## config.mk

```make
export PLATFORM = sky130hd
export DESIGN_NAME = battery_charge_percent_estimator_top
export DESIGN_NICKNAME = d
export VERILOG_FILES = /design/src/rtl/bcpe_pkg.sv /design/src/rtl/bcpe_accum.sv /design/src/rtl/bcpe_average.sv /design/src/rtl/bcpe_curve.sv /design/src/rtl/battery_charge_percent_estimator_top.sv
export SDC_FILE = /design/constraint.sdc
export NUM_CORES = 1
export LEC_CHECK = 0
export BUFFER_PORTS_ARGS = -buffer_cell sky130_fd_sc_hd__buf_2
export CAP_MARGIN = 40
export CELL_PAD_IN_SITES_DETAIL_PLACEMENT = 1
export CELL_PAD_IN_SITES_GLOBAL_PLACEMENT = 1
export CORE_MARGIN = 2
export CORE_UTILIZATION = 56
export DETAILED_ROUTE_END_ITERATION = 10
export PLACE_DENSITY = 0.91
export RECOVER_POWER = 100
export SYNTH_ARGS = -nofsm -noshare
export SYNTH_HDL_FRONTEND = slang
export SYNTH_HIERARCHICAL = 1
export SYNTH_SLANG_ARGS = --single-unit
```

## constraint.sdc

```tcl
create_clock -name clk -period 19.6 [get_ports clk]
set_input_delay 2.94 -clock clk [delete_from_list [all_inputs] [get_ports clk]]
set_output_delay 2.94 -clock clk [all_outputs]
set_load 0.005 [all_outputs]
```

## src/rtl/bcpe_pkg.sv

```systemverilog
// shared constants and the discharge curve function for the charge estimator
// no dependencies
package bcpe_pkg;

	localparam int unsigned AVERAGE_COUNT = 50;

	localparam int unsigned SAMPLE_W  = 11;
	localparam int unsigned PERCENT_W = 7;
	localparam int unsigned MV_W      = 13;
	localparam int unsigned COUNT_W   = 8;
	localparam int unsigned AVG_W     = 10;

	// batch sum magnitude and signed width
	localparam int unsigned MAG_W = $clog2(AVERAGE_COUNT * 1024 + 1);
	localparam int unsigned SUM_W = MAG_W + 1;

	// reciprocal for the batch average
	localparam int unsigned RECIP_SHIFT = MAG_W + COUNT_W;
	localparam int unsigned RECIP_W     = RECIP_SHIFT + 1;
	localparam longint unsigned RECIP =
		((64'd1 << RECIP_SHIFT) + AVERAGE_COUNT - 1) / AVERAGE_COUNT;
	localparam int unsigned PROD_W = MAG_W + RECIP_W;

	// millivolt scaling: avg * 7200 / 1024 = avg * 225 / 32
	localparam int unsigned MV_SCALE = 225;
	localparam int unsigned MV_SHIFT = 5;
	localparam int unsigned SCALED_W = AVG_W + 8;

	// curve segment reciprocals
	localparam int unsigned CURVE_SHIFT = 13;
	localparam int unsigned DIFF_W      = 8;
	localparam int unsigned CPROD_W     = DIFF_W + CURVE_SHIFT;
	localparam logic [CURVE_SHIFT-1:0] RCP_2  = CURVE_SHIFT'(((2**CURVE_SHIFT) + 1) / 2);
	localparam logic [CURVE_SHIFT-1:0] RCP_3  = CURVE_SHIFT'(((2**CURVE_SHIFT) + 2) / 3);
	localparam logic [CURVE_SHIFT-1:0] RCP_4  = CURVE_SHIFT'(((2**CURVE_SHIFT) + 3) / 4);
	localparam logic [CURVE_SHIFT-1:0] RCP_5  = CURVE_SHIFT'(((2**CURVE_SHIFT) + 4) / 5);
	localparam logic [CURVE_SHIFT-1:0] RCP_6  = CURVE_SHIFT'(((2**CURVE_SHIFT) + 5) / 6);
	localparam logic [CURVE_SHIFT-1:0] RCP_7  = CURVE_SHIFT'(((2**CURVE_SHIFT) + 6) / 7);
	localparam logic [CURVE_SHIFT-1:0] RCP_8  = CURVE_SHIFT'(((2**CURVE_SHIFT) + 7) / 8);
	localparam logic [CURVE_SHIFT-1:0] RCP_12 = CURVE_SHIFT'(((2**CURVE_SHIFT) + 11) / 12);
	localparam logic [CURVE_SHIFT-1:0] RCP_18 = CURVE_SHIFT'(((2**CURVE_SHIFT) + 17) / 18);

	function automatic logic [PERCENT_W-1:0] curve_percent(input logic [MV_W-1:0] mv);
		logic [MV_W-1:0]        base;
		logic [PERCENT_W-1:0]   offs;
		logic [CURVE_SHIFT-1:0] rcp;
		logic [DIFF_W-1:0]      diff;
		logic [CPROD_W-1:0]     prod;
		base = '0;
		offs = '0;
		rcp  = '0;
		if (mv >= 13'd4200) begin
			offs = 7'd100;
		end else if (mv >= 13'd4080) begin
			base = 13'd4080; offs = 7'd90; rcp = RCP_12;
		end else if (mv >= 13'd4000) begin
			base = 13'd4000; offs = 7'd80; rcp = RCP_8;
		end else if (mv >= 13'd3930) begin
			base = 13'd3930; offs = 7'd70; rcp = RCP_7;
		end else if (mv >= 13'd3870) begin
			base = 13'd3870; offs = 7'd60; rcp = RCP_6;
		end else if (mv >= 13'd3820) begin
			base = 13'd3820; offs = 7'd50; rcp = RCP_5;
		end else if (mv >= 13'd3790) begin
			base = 13'd3790; offs = 7'd40; rcp = RCP_3;
		end else if (mv >= 13'd3770) begin
			base = 13'd3770; offs = 7'd30; rcp = RCP_2;
		end else if (mv >= 13'd3730) begin
			base = 13'd3730; offs = 7'd20; rcp = RCP_4;
		end else if (mv >= 13'd3700) begin
			base = 13'd3700; offs = 7'd15; rcp = RCP_3;
		end else if (mv >= 13'd3680) begin
			base = 13'd3680; offs = 7'd10; rcp = RCP_2;
		end else if (mv >= 13'd3500) begin
			base = 13'd3500; offs = 7'd5; rcp = RCP_18;
		end
		diff = DIFF_W'(mv - base);
		prod = CPROD_W'(diff) * CPROD_W'(rcp);
		return offs + PERCENT_W'(prod[CPROD_W-1:CURVE_SHIFT]);
	endfunction

endpackage

```

## src/rtl/bcpe_accum.sv

```systemverilog
// sample accumulator and batch counter, registers the finished batch sum
// depends on bcpe_pkg
module bcpe_accum (
	input  logic                               clk,
	input  logic                               arst_n,
	input  logic signed [bcpe_pkg::SAMPLE_W-1:0] sample,
	input  logic                               sample_valid,
	output logic                               sample_stall,
	output logic                               sum_valid,
	input  logic                               sum_ready,
	output logic signed [bcpe_pkg::SUM_W-1:0]  sum
);
	import bcpe_pkg::*;

	logic signed [SUM_W-1:0] sum_q;
	logic [COUNT_W-1:0]      count_q;
	logic signed [SUM_W-1:0] sum_s1;
	logic                    valid_s1;
	logic signed [SUM_W-1:0] sum_next;
	logic                    last;
	logic                    accept;

	assign sum_next     = sum_q + SUM_W'(sample);
	assign last         = ({1'b0, count_q} + 9'd1) == 9'(AVERAGE_COUNT);
	assign sample_stall = valid_s1 && !sum_ready;
	assign accept       = sample_valid && !sample_stall;

	always_ff @(posedge clk or negedge arst_n) begin
		if (!arst_n) begin
			sum_q    <= '0;
			count_q  <= '0;
			valid_s1 <= 1'b0;
		end else begin
			if (accept) begin
				if (last) begin
					sum_q   <= '0;
					count_q <= '0;
				end else begin
					sum_q   <= sum_next;
					count_q <= count_q + COUNT_W'(1);
				end
			end
			if (!valid_s1 || sum_ready) begin
				valid_s1 <= accept && last;
			end
		end
	end

	always_ff @(posedge clk) begin
		if (accept && last) begin
			sum_s1 <= sum_next;
		end
	end

	assign sum_valid = valid_s1;
	assign sum       = sum_s1;

endmodule

```

## src/rtl/bcpe_average.sv

```systemverilog
// batch average by reciprocal multiply, then scaling to millivolts
// depends on bcpe_pkg
module bcpe_average (
	input  logic                              clk,
	input  logic                              arst_n,
	input  logic                              sum_valid,
	output logic                              sum_ready,
	input  logic signed [bcpe_pkg::SUM_W-1:0] sum,
	output logic                              mv_valid,
	input  logic                              mv_ready,
	output logic [bcpe_pkg::MV_W-1:0]         mv
);
	import bcpe_pkg::*;

	logic [MAG_W-1:0]    mag;
	logic [PROD_W-1:0]   prod;
	logic [AVG_W-1:0]    avg_s2;
	logic                valid_s2;
	logic                ready_s2;
	logic [SCALED_W-1:0] scaled;
	logic [MV_W-1:0]     mv_s3;
	logic                valid_s3;
	logic                ready_s3;

	// negative sums report zero
	assign mag  = MAG_W'(sum[SUM_W-1] ? -sum : sum);
	assign prod = PROD_W'(mag) * PROD_W'(RECIP_W'(RECIP));

	assign ready_s3  = !valid_s3 || mv_ready;
	assign ready_s2  = !valid_s2 || ready_s3;
	assign sum_ready = ready_s2;

	assign scaled = SCALED_W'(avg_s2) * SCALED_W'(MV_SCALE);

	always_ff @(posedge clk or negedge arst_n) begin
		if (!arst_n) begin
			valid_s2 <= 1'b0;
			valid_s3 <= 1'b0;
		end else begin
			if (ready_s2) begin
				valid_s2 <= sum_valid;
			end
			if (ready_s3) begin
				valid_s3 <= valid_s2;
			end
		end
	end

	always_ff @(posedge clk) begin
		if (ready_s2 && sum_valid) begin
			avg_s2 <= sum[SUM_W-1] ? '0 : prod[RECIP_SHIFT +: AVG_W];
		end
		if (ready_s3 && valid_s2) begin
			mv_s3 <= scaled[MV_SHIFT +: MV_W];
		end
	end

	assign mv_valid = valid_s3;
	assign mv       = mv_s3;

endmodule

```

## src/rtl/bcpe_curve.sv

```systemverilog
// discharge curve lookup and the result register
// depends on bcpe_pkg
module bcpe_curve (
	input  logic                           clk,
	input  logic                           arst_n,
	input  logic                           mv_valid,
	output logic                           mv_ready,
	input  logic [bcpe_pkg::MV_W-1:0]      mv,
	output logic [bcpe_pkg::PERCENT_W-1:0] percent,
	output logic [bcpe_pkg::MV_W-1:0]      millivolts,
	output logic                           result_valid,
	input  logic                           result_stall
);
	import bcpe_pkg::*;

	logic [PERCENT_W-1:0] percent_q;
	logic [MV_W-1:0]      millivolts_q;
	logic                 valid_q;

	assign mv_ready = !valid_q || !result_stall;

	always_ff @(posedge clk or negedge arst_n) begin
		if (!arst_n) begin
			valid_q <= 1'b0;
		end else if (mv_ready) begin
			valid_q <= mv_valid;
		end
	end

	always_ff @(posedge clk) begin
		if (mv_ready && mv_valid) begin
			percent_q    <= curve_percent(mv);
			millivolts_q <= mv;
		end
	end

	assign percent      = percent_q;
	assign millivolts   = millivolts_q;
	assign result_valid = valid_q;

endmodule

```

## src/rtl/battery_charge_percent_estimator_top.sv

```systemverilog
// battery charge estimator top level
// depends on bcpe_pkg, bcpe_accum, bcpe_average, bcpe_curve
//
// input channel: sample with sample_valid / sample_stall, one signed converter
// reading per request. output channel: percent and millivolts with
// result_valid / result_stall, one result per batch of AVERAGE_COUNT samples.
// a sample is taken every cycle that sample_stall is low, and the accumulator
// adds one sample per cycle while not stalled. the last sample of a batch
// enters a four stage pipeline (batch sum, average by reciprocal multiply,
// millivolt scaling, curve lookup into the output register).
// a negative average gives 0 percent and 0 mV.
// when result_stall holds, the pipeline fills behind the held result and
// sample_stall rises only once every stage holds a pending batch result.
// reset clears the batch sum and count and empties every stage.
module battery_charge_percent_estimator_top (
	input  logic                                 clk,
	input  logic                                 arst_n,
	input  logic signed [bcpe_pkg::SAMPLE_W-1:0] sample,
	input  logic                                 sample_valid,
	output logic                                 sample_stall,
	output logic [bcpe_pkg::PERCENT_W-1:0]       percent,
	output logic [bcpe_pkg::MV_W-1:0]            millivolts,
	output logic                                 result_valid,
	input  logic                                 result_stall
);
	import bcpe_pkg::*;

	logic                    sum_valid;
	logic                    sum_ready;
	logic signed [SUM_W-1:0] sum;
	logic                    mv_valid;
	logic                    mv_ready;
	logic [MV_W-1:0]         mv;

	bcpe_accum u_accum (
		.clk          (clk),
		.arst_n       (arst_n),
		.sample       (sample),
		.sample_valid (sample_valid),
		.sample_stall (sample_stall),
		.sum_valid    (sum_valid),
		.sum_ready    (sum_ready),
		.sum          (sum)
	);

	bcpe_average u_average (
		.clk       (clk),
		.arst_n    (arst_n),
		.sum_valid (sum_valid),
		.sum_ready (sum_ready),
		.sum       (sum),
		.mv_valid  (mv_valid),
		.mv_ready  (mv_ready),
		.mv        (mv)
	);

	bcpe_curve u_curve (
		.clk          (clk),
		.arst_n       (arst_n),
		.mv_valid     (mv_valid),
		.mv_ready     (mv_ready),
		.mv           (mv),
		.percent      (percent),
		.millivolts   (millivolts),
		.result_valid (result_valid),
		.result_stall (result_stall)
	);

endmodule

```

# == Yosys cells after proc, flatten, opt, wreduce, memory -nomap -nowiden ==
# Cells that the tools add are included.
# op_classes
n_addsub,6
n_mul,3
order_cmp,12
eq_ne,1
n_mux,42
reduce_logical,17
# op_table
op,count
13-bit two-way mux,12
"13-bit by 12-bit >= comparator with 1-bit output, second input constant",11
8-bit two-way mux,14
7-bit two-way mux,12
"16-bit by 19-bit multiplier with 34-bit output, second input constant",1
8-bit by 13-bit multiplier with 20-bit output,1
"10-bit by 8-bit multiplier with 18-bit output, second input constant",1
17-bit by 11-bit adder with 17-bit output,1
17-bit two-way mux,1
16-bit two-way mux,1
16-bit negator,1
"13-bit >= comparator, second input constant",1
"8-bit by 1-bit adder with 9-bit output, second input constant",1
"9-bit by 6-bit == test with 1-bit output, second input constant",1
9-bit two-way mux,1
"8-bit by 1-bit adder with 8-bit output, second input constant",1
8-bit subtractor,1
7-bit adder,1
1-bit logical NOT,7
1-bit logical AND,6
1-bit logical OR,4
3-bit two-way mux,1
# totals
reg_bits,89
in_bits,15
out_inout_bits,22

# == Longest topological paths before layout ==
# depth
ltp_word,17
mapped_depth,42
ltp_nobuf,40

# == Hierarchy ==
# The synthesis kept the hierarchy.
# by_module_without_submodules
module,n_inst,cells_each,area_per_inst_um2,seq_area_each_um2
bcpe_average,1,719,7360.8,740.7
bcpe_curve,1,518,4598.2,625.6
bcpe_accum,1,249,2528.7,1161.1

# == Worst setup path after synthesis ==
# OpenSTA, ideal clock, no wires.
# synth_timing
kind,reg-to-reg
start,register u_average.mv_s3[2] (netlist: u_average/mv[2])
end,"register u_curve.percent_q[6] (netlist: u_curve/percent[6]), data pin"
setup_ns,0.260
arrival_time_ns,8.674
required_ns,19.340
path_slack_ns,10.666
stages_incl_launch_ff,39
n_path_buf,2
period_less_slack_ns,8.934
cell_sequence,edfxtp_1 -> o31a_1 -> o311ai_0 -> and2_1 -> clkbuf_1 -> a21boi_1 -> a21oi_1 -> fa_1 -> a21o_1 -> a21oi_1 -> o21bai_1 -> a21oi_1 -> xnor2_1 -> xor2_1 -> clkbuf_1 -> nor2_1 -> fa_1 -> fa_1 -> [... 3 more ...] -> inv_1 -> ha_1 -> a21o_1 -> a21o_1 -> a21oi_1 -> o21ai_0 -> a22o_1 -> a211o_1 -> xor2_1 -> ha_1 -> nor2b_1 -> o21ai_0 -> a21boi_0 -> o21ai_0 -> nand2b_1 -> xnor2_1 -> xnor2_1 -> xnor2_1
# synth_via
elab_chain_cells,17
word_cells_on_any_way,54
cone_classes,2 x add/sub; 1 x mul; 12 x order compare; 39 x mux
# synth_rtl
item,line_no,text
from (decl),bcpe_average.sv:21,logic [MV_W-1:0] mv_s3;
from (signal assigned),bcpe_average.sv:54,mv_s3 <= scaled[MV_SHIFT +: MV_W];
13-bit by 12-bit >= comparator with 1-bit output,bcpe_pkg.sv:74,end else if (mv >= 13'd3500) begin
8-bit two-way mux,bcpe_pkg.sv:74,
8-bit two-way mux,bcpe_pkg.sv:72,end else if (mv >= 13'd3680) begin
8-bit two-way mux,bcpe_pkg.sv:70,end else if (mv >= 13'd3700) begin
8-bit two-way mux,bcpe_pkg.sv:68,end else if (mv >= 13'd3730) begin
8-bit two-way mux,bcpe_pkg.sv:66,end else if (mv >= 13'd3770) begin
8-bit two-way mux,bcpe_pkg.sv:64,end else if (mv >= 13'd3790) begin
8-bit two-way mux,bcpe_pkg.sv:62,end else if (mv >= 13'd3820) begin
8-bit two-way mux,bcpe_pkg.sv:60,end else if (mv >= 13'd3870) begin
8-bit two-way mux,bcpe_pkg.sv:58,end else if (mv >= 13'd3930) begin
8-bit two-way mux,bcpe_pkg.sv:56,end else if (mv >= 13'd4000) begin
8-bit two-way mux,bcpe_pkg.sv:54,end else if (mv >= 13'd4080) begin
8-bit two-way mux,bcpe_pkg.sv:52,if (mv >= 13'd4200) begin
8-bit two-way mux,bcpe_curve.sv:31,if (mv_ready && mv_valid) begin
8-bit subtractor,bcpe_pkg.sv:77,diff = DIFF_W'(mv - base);
8-bit by 13-bit multiplier with 20-bit output,bcpe_pkg.sv:78,prod = CPROD_W'(diff) * CPROD_W'(rcp);
7-bit adder (*),bcpe_pkg.sv:79,return offs + PERCENT_W'(prod[CPROD_W-1:CURVE_SHIFT]);
to (signal assigned),bcpe_curve.sv:32,percent_q <= curve_percent(mv);
to (decl),bcpe_curve.sv:16,logic [PERCENT_W-1:0] percent_q;
# Mark *: on every way between the ends. The rest lies on a longest branch, timed or not. The select of a mux whose other input is x is not followed.
# A chain may end at the register's enable or synchronous reset.

# == Worst setup path after layout ==
# layout_timing
start,register u_average.mv_s3[12] (netlist: u_average/mv[12])
end,"register u_curve.percent_q[6] (netlist: u_curve/percent[6]), data pin"
# Same word-level chain as after synthesis.

==> results.cfg <==
[status]
outcome = finished with violations
violations = max-capacitance violations, max-slew violations

[route]
drtPass1Iterations = 5
wl_per_cell_um = 22.4
drt_iter0_markers = 578
postRouteAntennaNets = 0
wirelength_mm = 41.5
viasPerCell = 6.02
post-route-drc-count = 0
vias = 11100

[critical_path]
critical-path-top-delay-family = compound AO/OA/AOI/OAI gates
cp-end-kind = flip-flop
cp_num_buf_inv = 4
required_ns = 19.69
startpoint_type = flip-flop
cp_max_fo = 19
cp.arrival_ns = 10.82
path_class = reg -> reg
crit_slowest_cell = edfxtp_1
path_common_cell = fa_1
critical_path.max_stage_delay_ns = 0.65

[placement]
portBuffers = 36
gp_congestion = 0.946
place_hpwl_mm = 34.5
place_inst = 1836
place_ws_ns = 9.57

[global_route]
antenna_found_initial = 0
grt_pass1_vias = 13100
grt_pass1_wl_mm = 67.7
grt_overflow = 0
grt_busiest_layer = met2
use_met2_pct = 63.0
grt_max_degree = 38
gr-usage-met1_pct = 34.7
grt_usage_pct = 32.5
met3_usage_pct = 4.29

[timing]
tightest_slew_ns = 1.73
final_hold_viol_count = 0
finalClockSkew_ns = 0.0161
final.setup.tns_ns = 0
maxSlewViolCount = 30
fmax_ghz = 0.0932
timing.final.crit_share_pct = 54.8
timing.final.setup_violations = 0
setup_ws_ns = 8.87
slew_headroom_pct = -15.1
rsz0062_at_grt = no
period_needed_ns = 10.73

[synthesis]
async_flop_share_pct = 32.6
synth_area_leaders = fa_1 24%, ha_1 22%, edfxtp_1 12%
synthTopCellsByCount = 282 x inv_1, 249 x ha_1, 174 x fa_1
syn_area_mm2 = 0.0145
synth_nets = 1924
synth_top_cell_area_share_pct = 24.0
synth_area_per_cell_um2 = 9.75
ys.flop_type = edfxtp_1
yosys_warnings = 6
synth_largest_area_cell = fa_1
synth_seq_cells = 89
synth_edf_count = 60
synth.most_common_cell = inv_1
synth_cells = 1486
ys_seq_area_share_pct = 17.4
ys_types = 87

[cts]
ctsResizeCount = 0
h-tree-depth = 3
clock_latency_ns = 0.35
clockBufferDepth = 2
ctsHoldBuffers = 0
post-cts-setup-buffers = 0
cts_made_buffers = 9
cts_sinks = 89
tritoncts = done
path_clk_slew_ns = 0.07
cts-root-buf = clkbuf_16

[finish]
diodes = 0
fill_cells = 2854
syn2layout_area_growth_pct = 5.04
drive_gt1_share_pct = 4.80
fin_util_pct = 60.1
fin_nets = 1955
fin_cells = 1852

[flow_run]
cap_violations = 1

[floorplanning]
core_region_area_mm2 = 0.0253
start_util_pct = 57.2
die_width_um = 165
die_height_um = 165
row_count = 58
die-area_mm2 = 0.0272
num_io_pins = 37

[min_path]
worst_hold_path_type = reg -> reg
placed cells by master, fill, tap and decap left out, types with 9 or more instances in the layout:
cell type / n
inv_1: 282
edfxtp_1: 60
nand3_1: 28
dfrtp_1: 29
xor2_1: 19
nor3_1: 15
o21bai_1: 12
clkbuf_16: 9
buf_4: 10
xnor2_1: 57
nand4_1: 13
and3_1: 9
nor2_1: 119
a211oi_1: 10
a21oi_1: 55
nand2b_1: 19
a21o_1: 25
fa_1: 174
nand2_1: 71
clkbuf_1: 24
ha_1: 249
o21ai_0: 45
buf_2: 16
or2_2: 11
final cells by class:
cell class	instances	area (um^2)	share of cell area [%]
Clock inverter	6	41.3	0.271
Tap cell	330	413	2.71
Inverter	285	1070	7.03
Multi-Input combinational cell	1083	10700	70.3
Timing Repair Buffer	49	241	1.59
Sequential cell	89	2530	16.6
Clock buffer	10	229	1.50
worst reg2reg max path: cells and delay by family, from the launching register on:
family                     cells  cell delay, ns
xor gates and xnor gates       6            1.01
adders and majority gates      8            3.39
AOI/OAI and AO/OA             15            3.40
DFF                            1            0.65
buffers and inverters          4            0.61
and+or+nand+nor                5            1.43
sequential cells by signal, indices dropped and copies added, names as in the netlist, 7 cells and up:
register            count
u_accum/sum            17
u_curve/millivolts     13
u_accum/sum_q          17
u_curve/percent         7
u_average/mv           13
u_average/avg_s2       10
u_accum/count_q         8
cells by family after synthesis:
family / after synthesis / synth area share, %
adder cells (fa/ha/maj): 423 / 45.5
AND/OR/NAND/NOR: 350 / 12.4
buffers and inverters: 314 / 8.39
AO/OA/AOI/OAI: 231 / 11.4
flip-flops: 89 / 17.4
XOR/XNOR: 76 / 4.59
multiplexers: 3 / 0.216
worst paths after layout:
kind,from,endpoint,slack (ns),cells past startpoint
worst max-delay path,u_average/mv[12],u_curve/percent[6],8.87,38
worst min-delay path,u_accum/sum_valid,u_average/valid_s2,0.48,1
worst max register to register,u_average/mv[12],u_curve/percent[6],8.87,38
worst min register to register,u_accum/sum_valid,u_average/valid_s2,0.48,1
max in group asynchronous,arst_n,u_accum/sum_q[9],15.56,1
min in group asynchronous,arst_n,u_accum/count_q[1],3.03,1
metal layers:
layer | up-vias | share of wire (%)
met1 | 5612 | 37
met4 | 0 | 5.1
met5 | - | 0
met3 | 158 | 3.9
li1 | 5012 | -
met2 | 358 | 54
per-stage QoR:
stage | area (um^2) | hold WS, ns
detailed placement | 15000 | 0.472
global placement | 15000 | 0.455
finish | 15200 | 0.485
global route | 15200 | 0.517
CTS | 15300 | 0.487
floorplan | 14500 | 0.421
Power is not shown: default switching activity piles up to over one toggle a cycle in this logic, so the estimate is an artifact.
